--- src/sv/interrupt_vector_slot_manager_top_assert.svh ---
// ----------------------------------------------------------------------------
// interrupt vector slot manager assertion macros
// shared property forms for the slot table control logic
// ----------------------------------------------------------------------------
`ifndef INTERRUPT_VECTOR_SLOT_MANAGER_TOP_ASSERT_SVH
`define INTERRUPT_VECTOR_SLOT_MANAGER_TOP_ASSERT_SVH

// same-cycle implication
`define IVSM_ASSERT_NOW(label, clk, rst, ante, cons) \
   label: assert property (@(posedge clk) disable iff (rst) (ante) |-> (cons)) \
      else $error("ivsm assertion failed");

// next-cycle implication
`define IVSM_ASSERT_NEXT(label, clk, rst, ante, cons) \
   label: assert property (@(posedge clk) disable iff (rst) (ante) |=> (cons)) \
      else $error("ivsm assertion failed");

`endif

--- src/sv/ivsm_pkg.sv ---
// ----------------------------------------------------------------------------
// ivsm_pkg
// opcodes, status codes and slot attribute type of the vector slot table
// ----------------------------------------------------------------------------
package ivsm_pkg;

   localparam logic [2:0] OP_REGISTER       = 3'd0;
   localparam logic [2:0] OP_UNREGISTER     = 3'd1;
   localparam logic [2:0] OP_ENABLE         = 3'd2;
   localparam logic [2:0] OP_DISABLE        = 3'd3;
   localparam logic [2:0] OP_UNREGISTER_ALL = 3'd4;
   localparam logic [2:0] OP_DISABLE_ALL    = 3'd5;

   localparam logic [2:0] ST_OK         = 3'd0;
   localparam logic [2:0] ST_BAD_SOURCE = 3'd1;
   localparam logic [2:0] ST_NULL_ADDR  = 3'd2;
   localparam logic [2:0] ST_FULL       = 3'd3;
   localparam logic [2:0] ST_NOT_FOUND  = 3'd4;

   typedef struct packed {
      logic        valid;
      logic        enable;
      logic [31:0] handler;
   } slot_attr_type;

endpackage

--- src/sv/ivsm_cell.sv ---
// ----------------------------------------------------------------------------
// ivsm_cell
// one slot of the table, shifts to its neighbour and compares its source
// ----------------------------------------------------------------------------
module ivsm_cell #(
   parameter int SRC_W = 5
) (
   input  logic                   clock,
   input  logic                   reset,
   input  logic                   shift_en,
   input  ivsm_pkg::slot_attr_type next_attr,
   input  logic [SRC_W-1:0]       next_src,
   input  logic [SRC_W-1:0]       key,
   output ivsm_pkg::slot_attr_type attr,
   output logic [SRC_W-1:0]       src,
   output logic                   match
);
   import ivsm_pkg::*;

   slot_attr_type    attr_ff;
   logic [SRC_W-1:0] src_ff;

   always_ff @(posedge clock) begin
      if (reset) begin
         attr_ff <= '0;
         src_ff  <= '0;
      end else if (shift_en) begin
         attr_ff <= next_attr;
         src_ff  <= next_src;
      end
   end

   assign attr  = attr_ff;
   assign src   = src_ff;
   assign match = attr_ff.valid && (src_ff == key);

endmodule

--- src/sv/ivsm_ctrl.sv ---
// ----------------------------------------------------------------------------
// ivsm_ctrl
// sequencer at the head of the slot ring: edits each slot as it passes,
// collects the reported slot and holds the result word
// ----------------------------------------------------------------------------
`include "interrupt_vector_slot_manager_top_assert.svh"

module ivsm_ctrl #(
   parameter int SLOT_COUNT   = 16,
   parameter int SOURCE_COUNT = 32,
   parameter int SRC_W        = 5
) (
   input  logic                    clock,
   input  logic                    reset,
   input  logic                    req_valid,
   output logic                    req_ready,
   input  logic [2:0]              req_opcode,
   input  logic [7:0]              req_source,
   input  logic [31:0]             req_handler_address,
   output logic                    rsp_valid,
   input  logic                    rsp_ready,
   output logic [2:0]              rsp_status,
   output logic [3:0]              rsp_slot,
   output logic                    rsp_slot_enabled,
   output logic [31:0]             rsp_slot_address,
   input  logic [31:0]             default_addr,
   input  logic [SLOT_COUNT-1:0]   match,
   input  ivsm_pkg::slot_attr_type head_attr,
   input  logic [SRC_W-1:0]        head_src,
   output ivsm_pkg::slot_attr_type tail_attr,
   output logic [SRC_W-1:0]        tail_src,
   output logic [SRC_W-1:0]        key,
   output logic                    shift_en
);
   import ivsm_pkg::*;

   localparam int SLOT_W = (SLOT_COUNT > 1) ? $clog2(SLOT_COUNT) : 1;

   localparam logic [1:0] S_IDLE   = 2'd0;
   localparam logic [1:0] S_PREP   = 2'd1;
   localparam logic [1:0] S_SCAN   = 2'd2;
   localparam logic [1:0] S_FINISH = 2'd3;

   logic [1:0]        state_ff, state_in;
   logic [2:0]        op_ff;
   logic [7:0]        src_ff;
   logic [31:0]       addr_ff;
   logic [SLOT_W-1:0] count_ff, count_in;
   logic              hit_any_ff, hit_any_in;
   logic              done_ff, done_in;
   logic [SLOT_W-1:0] rep_slot_ff, rep_slot_in;
   logic              rep_en_ff, rep_en_in;
   logic [31:0]       rep_addr_ff, rep_addr_in;
   logic              rsp_valid_ff, rsp_valid_in;
   logic [2:0]        rsp_status_ff, rsp_status_in;
   logic [3:0]        rsp_slot_ff, rsp_slot_in;
   logic              rsp_en_ff, rsp_en_in;
   logic [31:0]       rsp_addr_ff, rsp_addr_in;

   logic              bad_src, null_addr, act, all_op, head_hit, take, last, load;
   logic [2:0]        status;

   assign key       = src_ff[SRC_W-1:0];
   assign req_ready = (state_ff == S_IDLE);
   assign shift_en  = (state_ff == S_SCAN);
   assign last      = (count_ff == SLOT_W'(SLOT_COUNT - 1));
   assign load      = (state_ff == S_FINISH) && (!rsp_valid_ff || rsp_ready);

   assign bad_src   = (op_ff <= OP_DISABLE) && (src_ff >= 8'(SOURCE_COUNT));
   assign null_addr = (op_ff == OP_REGISTER) && (addr_ff == '0);
   assign act       = !bad_src && !null_addr;
   assign all_op    = (op_ff == OP_UNREGISTER_ALL) || (op_ff == OP_DISABLE_ALL);
   assign head_hit  = head_attr.valid && (head_src == key);

   // edit of the slot leaving the head
   always_comb begin
      tail_attr = head_attr;
      tail_src  = head_src;
      take      = 1'b0;
      unique case (op_ff)
         OP_REGISTER: begin
            if (act && !done_ff && (hit_any_ff ? head_hit : !head_attr.valid)) begin
               tail_attr = '{valid: 1'b1, enable: 1'b1, handler: addr_ff};
               tail_src  = key;
               take      = 1'b1;
            end
         end
         OP_UNREGISTER: begin
            if (act && head_hit) begin
               tail_attr = '{valid: 1'b0, enable: 1'b0, handler: default_addr};
               tail_src  = '0;
               take      = 1'b1;
            end
         end
         OP_ENABLE: begin
            if (act && head_hit && !done_ff) begin
               tail_attr.enable = 1'b1;
               take             = 1'b1;
            end
         end
         OP_DISABLE: begin
            if (act && head_hit) begin
               tail_attr.enable = 1'b0;
               take             = 1'b1;
            end
         end
         OP_UNREGISTER_ALL: begin
            tail_attr = '{valid: 1'b0, enable: 1'b0, handler: default_addr};
            tail_src  = '0;
         end
         OP_DISABLE_ALL: begin
            tail_attr.enable = 1'b0;
         end
         default: begin
         end
      endcase
   end

   always_comb begin
      priority if (bad_src) begin
         status = ST_BAD_SOURCE;
      end else if (null_addr) begin
         status = ST_NULL_ADDR;
      end else if (op_ff == OP_REGISTER && !done_ff) begin
         status = ST_FULL;
      end else if (op_ff <= OP_DISABLE && !done_ff) begin
         status = ST_NOT_FOUND;
      end else begin
         status = ST_OK;
      end
   end

   always_comb begin
      state_in    = state_ff;
      count_in    = count_ff;
      hit_any_in  = hit_any_ff;
      done_in     = done_ff;
      rep_slot_in = rep_slot_ff;
      rep_en_in   = rep_en_ff;
      rep_addr_in = rep_addr_ff;
      unique case (state_ff)
         S_IDLE: begin
            if (req_valid) begin
               state_in = S_PREP;
            end
         end
         S_PREP: begin
            hit_any_in  = |match;
            done_in     = 1'b0;
            count_in    = '0;
            rep_slot_in = '0;
            rep_en_in   = 1'b0;
            rep_addr_in = '0;
            state_in    = S_SCAN;
         end
         S_SCAN: begin
            if ((take && !done_ff) || (all_op && count_ff == '0)) begin
               rep_slot_in = count_ff;
               rep_en_in   = tail_attr.enable;
               rep_addr_in = tail_attr.handler;
            end
            if (take) begin
               done_in = 1'b1;
            end
            count_in = count_ff + SLOT_W'(1);
            if (last) begin
               state_in = S_FINISH;
            end
         end
         S_FINISH: begin
            if (load) begin
               state_in = S_IDLE;
            end
         end
         default: begin
            state_in = S_IDLE;
         end
      endcase
   end

   always_comb begin
      rsp_valid_in  = rsp_valid_ff;
      rsp_status_in = rsp_status_ff;
      rsp_slot_in   = rsp_slot_ff;
      rsp_en_in     = rsp_en_ff;
      rsp_addr_in   = rsp_addr_ff;
      if (load) begin
         rsp_valid_in  = 1'b1;
         rsp_status_in = status;
         rsp_slot_in   = 4'(rep_slot_ff);
         rsp_en_in     = rep_en_ff;
         rsp_addr_in   = rep_addr_ff;
      end else if (rsp_ready) begin
         rsp_valid_in = 1'b0;
      end
   end

   always_ff @(posedge clock) begin
      if (reset) begin
         state_ff     <= S_IDLE;
         rsp_valid_ff <= 1'b0;
         done_ff      <= 1'b0;
         hit_any_ff   <= 1'b0;
         count_ff     <= '0;
      end else begin
         state_ff     <= state_in;
         rsp_valid_ff <= rsp_valid_in;
         done_ff      <= done_in;
         hit_any_ff   <= hit_any_in;
         count_ff     <= count_in;
      end
   end

   always_ff @(posedge clock) begin
      if (req_valid && req_ready) begin
         op_ff   <= req_opcode;
         src_ff  <= req_source;
         addr_ff <= req_handler_address;
      end
      rep_slot_ff   <= rep_slot_in;
      rep_en_ff     <= rep_en_in;
      rep_addr_ff   <= rep_addr_in;
      rsp_status_ff <= rsp_status_in;
      rsp_slot_ff   <= rsp_slot_in;
      rsp_en_ff     <= rsp_en_in;
      rsp_addr_ff   <= rsp_addr_in;
   end

   assign rsp_valid        = rsp_valid_ff;
   assign rsp_status       = rsp_status_ff;
   assign rsp_slot         = rsp_slot_ff;
   assign rsp_slot_enabled = rsp_en_ff;
   assign rsp_slot_address = rsp_addr_ff;

   `IVSM_ASSERT_NEXT(a_accept_prep, clock, reset, req_valid && req_ready, state_ff == S_PREP)
   `IVSM_ASSERT_NEXT(a_scan_end, clock, reset, state_ff == S_SCAN && last, state_ff == S_FINISH)
   `IVSM_ASSERT_NOW(a_fail_zero, clock, reset, rsp_valid_ff && rsp_status_ff != ST_OK,
                    rsp_slot_ff == '0 && !rsp_en_ff && rsp_addr_ff == '0)
   `IVSM_ASSERT_NOW(a_enable_once, clock, reset,
                    state_ff == S_SCAN && op_ff == OP_ENABLE && done_ff,
                    tail_attr == head_attr)

endmodule

--- src/sv/interrupt_vector_slot_manager_top.sv ---
// ----------------------------------------------------------------------------
// interrupt_vector_slot_manager_top
// vector slot table kept in a ring of slot cells, edited at the ring head
//
//  channel  dir  handshake            word
//  req      in   req_valid/req_ready  opcode, source, handler address
//  rsp      out  rsp_valid/rsp_ready  status, slot, enable bit, address
//  csr      in   csr_wr_en            default handler address
//
// an item goes through these steps: the request word is latched, the source is
// matched over all cells, each slot passes the head once, the result is loaded
// synchronous reset clears every slot and the default address at once
// a held result stalls the sequencer in its last state; no new word is taken
// until the result register has been loaded
// ----------------------------------------------------------------------------
module interrupt_vector_slot_manager_top #(
   parameter int SLOT_COUNT   = 16,
   parameter int SOURCE_COUNT = 32
) (
   input  logic        clock,
   input  logic        reset,
   input  logic        req_valid,
   output logic        req_ready,
   input  logic [2:0]  req_opcode,
   input  logic [7:0]  req_source,
   input  logic [31:0] req_handler_address,
   output logic        rsp_valid,
   input  logic        rsp_ready,
   output logic [2:0]  rsp_status,
   output logic [3:0]  rsp_slot,
   output logic        rsp_slot_enabled,
   output logic [31:0] rsp_slot_address,
   input  logic        csr_wr_en,
   input  logic [31:0] csr_wr_data
);
   import ivsm_pkg::*;

   localparam int SRC_W = $clog2(SOURCE_COUNT);

   logic [31:0]         default_isr_address_ff;
   slot_attr_type       cell_attr [SLOT_COUNT];
   logic [SRC_W-1:0]    cell_src  [SLOT_COUNT];
   logic [SLOT_COUNT-1:0] match;
   slot_attr_type       tail_attr;
   logic [SRC_W-1:0]    tail_src;
   logic [SRC_W-1:0]    key;
   logic                shift_en;

   always_ff @(posedge clock) begin
      if (reset) begin
         default_isr_address_ff <= '0;
      end else if (csr_wr_en) begin
         default_isr_address_ff <= csr_wr_data;
      end
   end

   for (genvar i = 0; i < SLOT_COUNT; i++) begin : g_cell
      slot_attr_type    next_attr;
      logic [SRC_W-1:0] next_src;
      if (i == SLOT_COUNT - 1) begin : g_tail
         assign next_attr = tail_attr;
         assign next_src  = tail_src;
      end else begin : g_mid
         assign next_attr = cell_attr[i+1];
         assign next_src  = cell_src[i+1];
      end
      ivsm_cell #(
         .SRC_W(SRC_W)
      ) u_cell (
         .clock    (clock),
         .reset    (reset),
         .shift_en (shift_en),
         .next_attr(next_attr),
         .next_src (next_src),
         .key      (key),
         .attr     (cell_attr[i]),
         .src      (cell_src[i]),
         .match    (match[i])
      );
   end

   ivsm_ctrl #(
      .SLOT_COUNT  (SLOT_COUNT),
      .SOURCE_COUNT(SOURCE_COUNT),
      .SRC_W       (SRC_W)
   ) u_ctrl (
      .clock              (clock),
      .reset              (reset),
      .req_valid          (req_valid),
      .req_ready          (req_ready),
      .req_opcode         (req_opcode),
      .req_source         (req_source),
      .req_handler_address(req_handler_address),
      .rsp_valid          (rsp_valid),
      .rsp_ready          (rsp_ready),
      .rsp_status         (rsp_status),
      .rsp_slot           (rsp_slot),
      .rsp_slot_enabled   (rsp_slot_enabled),
      .rsp_slot_address   (rsp_slot_address),
      .default_addr       (default_isr_address_ff),
      .match              (match),
      .head_attr          (cell_attr[0]),
      .head_src           (cell_src[0]),
      .tail_attr          (tail_attr),
      .tail_src           (tail_src),
      .key                (key),
      .shift_en           (shift_en)
   );

endmodule
--- config.mk ---
export PLATFORM = sky130hd
export DESIGN_NAME = interrupt_vector_slot_manager_top
export DESIGN_NICKNAME = d
export VERILOG_FILES = /design/src/sv/ivsm_pkg.sv /design/src/sv/ivsm_cell.sv /design/src/sv/ivsm_ctrl.sv /design/src/sv/interrupt_vector_slot_manager_top.sv
export VERILOG_INCLUDE_DIRS = /design/src /design/src/sv
export SDC_FILE = /design/constraint.sdc
export NUM_CORES = 1
export LEC_CHECK = 0
export BUFFER_PORTS_ARGS = -buffer_cell sky130_fd_sc_hd__buf_2
export CORE_ASPECT_RATIO = 1.75
export CORE_MARGIN = 3
export CORE_UTILIZATION = 50
export DETAILED_ROUTE_END_ITERATION = 10
export PLACE_DENSITY = 0.71
export RECOVER_POWER = 50
export SLEW_MARGIN = 20
export SYNTH_ARGS = -nofsm -noshare
export SYNTH_HDL_FRONTEND = slang
export SYNTH_SLANG_ARGS = --single-unit
export TNS_END_PERCENT = 5
--- constraint.sdc ---
create_clock -name clock -period 6.7 [get_ports clock]
set_input_delay 1.005 -clock clock [delete_from_list [all_inputs] [get_ports clock]]
set_output_delay 1.005 -clock clock [all_outputs]
set_load 0.005 [all_outputs]
# Word-level counts from Yosys, hierarchy flattened
# Index checks and enable logic that the tools add are counted.
totals:
  ff_bits: 785
  latch_bits: 0
  mem_bits_rw: 0
  romBits: 0
  in_bits: 80
  output_inout_bits: 42
  elab_cells: 197
  memories: 0
classes:
  add_sub_neg: 1
  multipliers: 0
  div: 0
  n_lt_le_gt_ge: 2
  eq_ne: 30
  shift: 0
  mux: 33
  n_bitwise: 0
  n_reduce_logical: 50
ops:
  columns: ["cell", "count"]
  rows:
  - ["one-hot mux 32 bit (3 select lines)", 1]
  - ["equality test 5 bit", 16]
  - ["two-way mux 34 bit", 2]
  - ["one-hot mux 32 bit (2 select lines)", 1]
  - ["logical NOT 32 bit", 1]
  - ["two-way mux 32 bit", 1]
  - ["logical AND 1 bit", 29]
  - ["one-hot mux 4 bit (2 select lines)", 2]
  - ["OR reduction 16 bit", 1]
  - ["one-hot mux 5 bit (3 select lines)", 1]
  - ["two-way mux 1 bit", 10]
  - ["two-way mux 2 bit", 5]
  - ["two-way mux 5 bit", 2]
  - ["greater-or-equal comparator 8 x 6 -> 1 bit, second input constant", 1]
  - ["inequality test 2 x 1 -> 1 bit, second input constant", 4]
  - ["one-hot mux 2 bit (4 select lines)", 1]
  - ["equality test 3 x 2 -> 1 bit, second input constant", 2]
  - ["equality test 3 bit, second input constant", 2]
  - ["one-hot mux 1 bit (3 select lines)", 2]
  - ["logical NOT 1 bit", 5]
  - ["one-hot mux 1 bit (5 select lines)", 1]
  - ["adder 4 x 1 -> 4 bit, second input constant", 1]
  - ["equality test 2 bit, second input constant", 2]
  - ["equality test 4 bit, second input constant", 1]
  - ["other kinds (16)", 22]

# Logic depth before layout (Yosys ltp)
logic_depth:
  ltp_word: 12
  ltp_mapped: 9

# Modules after synthesis
# A second synthesis with hierarchy kept.
hier_totals:
  cells_unflattened: 2706
  area_unflattened_um2: 30574.3
modules_own_cells:
  columns: ["module", "n_inst", "cells_each", "area_per_inst_um2"]
  rows:
  - ["ivsm_cell", 16, 133, 1456.4]
  - ["ivsm_ctrl", 1, 475, 6108.4]
  - ["interrupt_vector_slot_manager_top", 1, 103, 1163.6]

# Least setup slack after synthesis
# OpenSTA, ideal clock, no wires.
synth_timing:
  kind: "flip-flop to flip-flop"
  startpoint: "register u_ctrl.src_ff[4]"
  endpoint: "register u_ctrl.rep_addr_ff[0], enable pin"
  setup_time_ns: 0.454
  t_arrival_ns: 3.825
  setup_slack_ns: 2.422
  path_stages_with_launch: 10
  path_cell_list: "edfxtp_1 > buf_2 > xnor2_2 > o211ai_2 > o32a_1 > nor4_2 > buf_4 > buf_6 > o21ai_0 > a31oi_1"
synth_between:
  elab_chain_len: 12
synth_lines:
  columns: ["element", "line", "text"]
  rows:
  - ["start, declared", "ivsm_ctrl.sv:46", "logic [7:0] src_ff;"]
  - ["start signal, assigned", "ivsm_ctrl.sv:217", "src_ff <= req_source;"]
  - ["greater-or-equal comparator 8 x 6 -> 1 bit", "ivsm_ctrl.sv:69", "assign bad_src = (op_ff <= OP_DISABLE) && (src_ff >= 8'(SOURCE_COUNT));"]
  - ["logical AND 1 bit", "ivsm_ctrl.sv:69", null]
  - ["logical NOT 1 bit", "ivsm_ctrl.sv:71", "assign act = !bad_src && !null_addr;"]
  - ["logical AND 1 bit", "ivsm_ctrl.sv:71", null]
  - ["logical AND 1 bit, on equally long branches", null, null]
  - ["logical AND 1 bit, on equally long branches", "ivsm_ctrl.sv:96, ivsm_ctrl.sv:82", null]
  - ["two-way mux 1 bit, on equally long branches", "ivsm_ctrl.sv:96, ivsm_ctrl.sv:82", null]
  - ["one-hot mux 1 bit (3 select lines) (*)", "ivsm_ctrl.sv:80", "unique case (op_ff)"]
  - ["logical AND 1 bit (*)", "ivsm_ctrl.sv:157", "if ((take && !done_ff) || (all_op && count_ff == '0)) begin"]
  - ["logical OR 1 bit (*)", "ivsm_ctrl.sv:157", null]
  - ["inequality test 2 x 1 -> 1 bit (no source line) (*)", null, null]
  - ["AND reduction 2 bit (no source line) (*)", null, null]
  - ["end signal, assigned", "ivsm_ctrl.sv:222", "rep_addr_ff <= rep_addr_in;"]
  - ["end, declared", "ivsm_ctrl.sv:53", "logic [31:0] rep_addr_ff, rep_addr_in;"]
# Mark *: on every way between the ends. The rest lies on a longest branch, timed or not.
# A chain may end at the register's enable or synchronous reset.

# Final worst setup path
layout_timing:
  startpoint: "input port reset"
  endpoint: "register u_ctrl.state_ff[0]"
layout_rtl:
  columns: ["element", "line", "text"]
  rows:
  - ["start, declared", "interrupt_vector_slot_manager_top.sv:21", "input logic reset,"]
  - ["end signal, assigned", "ivsm_ctrl.sv:206", "state_ff <= state_in;"]
  - ["end, declared", "ivsm_ctrl.sv:44", "logic [1:0] state_ff, state_in;"]
# No word-level cell between the ends.

==> results.txt <==
- The finished cells cover 32,100 um^2.
- Count of clock tree sinks: 785
* Worst-case clock skew: 0.0194 ns
* Number of slew-limit violations in the final report: 376
- For this run, the number of Yosys warnings is 0.
* Routability-driven placement congestion ratio: 0.823
* Number of synthesized flops with an enable pin: 120
- Vias in the first global route: 18,000
- In this run the vertical extent of the chip is 324 um.
- For met3 alone, demand over resource in global routing was 2.51%.
- Among all flip-flop cells after synthesis, the most frequent one is dfxtp_1.
- Post-layout minimum cycle time: 4.86 ns
* First DRT Iteration DRCs: 1,351
- Total power density per cell area: 359 nW/um^2
* Clock-pin slew on the worst setup and hold paths: 0.07 ns
- On the worst path, the slowest cell contributes a delay of 3.02 ns.
- Number of maximum-capacitance constraint violations: 5
- Once detailed placement completed, the half-perimeter wirelength came to 37,800 um.
- For met2 alone, demand over resource in global routing was 33.0%.
- The tree is rooted in a clkbuf_16.
* Failing checks: capacitance limit, slew limit
- For this run, the detailed router's first-pass iteration total came to 6.
- Cell types occupying the most area after synthesis: dfxtp_1, mux2i_1, edfxtp_1
- Measured along the x axis, the die boundary spans 188 um.
* Post-synthesis register bit count: 785
- Number of antenna violations at the first check in global routing: 1
- Number of gates given a new drive strength after cts: 0
- Drt total wl: 58,800 um
- Die area: 60,800 um^2
- Dividing the final minimum period by the clock period gives 72.6%.
* Setup crit start kind: primary input
* Critical-path cell list: buf_8, clkbuf_2, nor3_1
- The critical path contains buffers and inverters numbering 2 combined.
- The tightest min-delay check is of the reg -> reg type.
- Combined global-route utilization of all metal layers: 19.0%
- For this block, the via count after detailed routing is 18,300.
- The most common cell in the synthesized netlist is nor2_1.
* Clock insertion delay at the later pin of the skew report: 0.60 ns
- Summing all multi-input logic gate instances after layout gives 11,300 um^2.
* Result of the run: finished, violations left
* Util after Layout: 56.1%
- Number of setup violations in the final report: 0
- Net count, final: 2,725
- Compared with the post-synthesis result, the final layout area differs by 11.0%.
- On the critical path the largest part of the delay comes from buffers and inverters.
- Placed cell area: 30,000 um^2
* Initial core utilization: 50.6%
- Fraction of final layout cells sized beyond drive strength 1: 7.10%
* Number of clock buffers inserted by TritonCTS: 66
- Number of nets with antenna violations after detailed routing: 0
- Most Crowded Layer GR: met2
* Maximum count of clock buffers along a single path: 3
* Post-Syn Nets: 2,708
- Filler cells: 4,886
- Sequential cell area fraction in the yosys report: 58.5%
* Sequential cell area: 16,900 um^2
- Total I/O pin count: 122
* Maximum clock frequency: 0.206 GHz
* Global route overflow: 0
- Port-buffer cells: 121
- Mean instance size in the synthesized netlist: 11.0 um^2
* Maximum ir drop on the vdd rail: 0.000316 V
- TritonCTS built the clock tree.
- Highest fanout seen on the critical path: 214
- Summed over its instances, the top area cell type makes up 46.1% of the synthesized netlist area.
- Cell taking the most area after synthesis: dfxtp_1
- Vias/cell: 5.29
- Counting every instance in the synthesized netlist gives 2,622.
- The first global-routing pass estimated 95,100 um of wire.
- Global routing consumed, on the met1 layer, 24.0% of the routing resources.
- The core region is 57,200 um^2.
- Max-slew headroom: -185%
- Post-CTS timing repair inserted 0 buffers for setup.
* RSZ-0062 raised after global routing: no
- DRC violations left: 0
- Synth top cells by count: nor2_1, dfxtp_1, mux2i_1, edfxtp_1, clkbuf_1
- CTS Hold Bufs: 0
- Hold Fails Final Rpt: 0
* Count of unique library cells instantiated by Yosys: 51
- On the critical path, the stage with the largest delay is an instance of clkbuf_2.
- Worst slew pin tran: 4.27 ns
- The number of placed instances, taps included, is 3,338.
* Non-Filler Instances: 3,460
- Data required time of the critical path: 6.98 ns
- Data on the critical path arrives at its endpoint at 5.14 ns.
* Worst setup EP type: flop
* Number of core rows: 116
- In the final timing run, aggregate negative setup slack is 0 ns.
* Post-Synthesis Cell Area: 28,900 um^2
- After layout, the design draws a total of 11,500 uW.
* H-Tree Level Count: 3
* Type of the worst setup path: in -> reg
- Entering global routing, the biggest net connects 219 pins.
- After detailed routing, the average wire length per cell comes to 17.0 um.
- Of all flip-flops after synthesis, the portion carrying an async set or reset was 0%.
* Leakage: 0.0111 uW
-- final cells by class --
cell class / instances / area share [%]
diodes: 3 / 0.0234
repair buffers: 135 / 2.21
clock buffers: 95 / 5.94
well taps: 767 / 2.99
clock inverters: 24 / 0.885
inverters: 8 / 0.0936
flip-flops and latches: 785 / 52.7
multi-input cells: 1643 / 35.1
-- metal layers --
metal	vias to the layer above	part of all wire (%)	wire, um
li1	9043	-	-
met1	8724	42	24900
met2	404	50	29200
met3	121	4.0	2320
met4	0	3.9	2280
met5	-	0	0
-- registers in the layout (all words and copies together) (netlist names) --
register and flops:
u_ctrl.rep_slot_ff 4, u_ctrl.rsp_slot 4, g_cell.u_cell.src 80, u_ctrl.op_ff 3
u_ctrl.rsp_slot_enabled 1, u_ctrl.rsp_status 3, u_ctrl.addr_ff 32, g_cell.u_cell.attr 544
u_ctrl.rsp_slot_address 32, u_ctrl.rep_en_ff 1, u_ctrl.count_ff 4, u_ctrl.done_ff 1
u_ctrl.state_ff 2, u_ctrl.rsp_valid 1, u_ctrl.src_ff 8, default_isr_address_ff 32
u_ctrl.hit_any_ff 1, u_ctrl.rep_addr_ff 32
-- worst paths after layout --
kind | from | cells past startpoint | to | slack, ns
worst max register to register | u_ctrl.state_ff[0]$_SDFFE_PP0P_ | 5 | u_ctrl.rep_slot_ff[2]$_SDFFCE_PN0P_ | 1.99
worst max-delay path | reset | 3 | u_ctrl.state_ff[0]$_SDFFE_PP0P_ | 1.84
worst min-delay path | u_ctrl.rep_addr_ff[22]$_SDFFCE_PN0P_ | 0 | u_ctrl.rsp_slot_address[22]$_DFFE_PP_ | 0.42
worst min register to register | u_ctrl.rep_addr_ff[22]$_SDFFCE_PN0P_ | 0 | u_ctrl.rsp_slot_address[22]$_DFFE_PP_ | 0.42
-- cell families (layout without fill, tap and decap cells) --
family / Yosys count / count (layout) / share of synthesized area [%]
AOI/OAI and AO/OA: 145 / 145 / 3.58
xor gates and xnor gates: 80 / 80 / 2.50
adders and majority gates: 6 / 6 / 0.260
buffers and inverters: 194 / 262 / 2.68
DFF: 785 / 785 / 58.5
muxes: 619 / 619 / 21.4
other: 0 / 3 / 0
and+or+nand+nor: 793 / 793 / 11.0
-- layout by cell type, fill, tap and decap left out, drive strengths merged, types with 3 or more instances in the layout --
master    count
xor2         60
buf          81
clkinv       12
o21ai         6
nor3          6
a311oi       33
xnor2        20
a32oi         4
clkbuf      149
edfxtp      120
a21oi        42
bufinv        5
mux2i       618
a31oi         6
nand2        14
nand3        47
o32ai         3
nor2        676
inv          12
a22oi        31
dfxtp       665
diode         3
nor4         28
nand4         3
clkinvlp      3
ha            6
nand2b        4
nor2b         4
a211oi        7
-- worst reg2reg max path, delay by kind of cell, from the launching register on --
kind,cells,cell delay (ns)
adder cells (fa/ha/maj),1,1.87
buffers and inverters,3,1.91
flip-flops,1,0.34
AND/OR/NAND/NOR,1,0.41
-- report_power, final --
| part | switching [uW] | internal [uW] |
|---|---|---|
| sequential | 279 | 5210 |
| clock | 1690 | 2190 |
| combinational | 1260 | 888 |
-- through the flow --
stage | setup slack, ns | hold slack (ns)
2_1_floorplan | 2.42 | 0.400
3_3_place_gp | 3.02 | 0.402
3_5_place_dp | 2.96 | 0.407
4_1_cts | 2.94 | 0.422
5_1_grt | 1.54 | 0.427
6_report | 1.84 | 0.421
No activity file was read; power rests on OpenSTA's default activity.
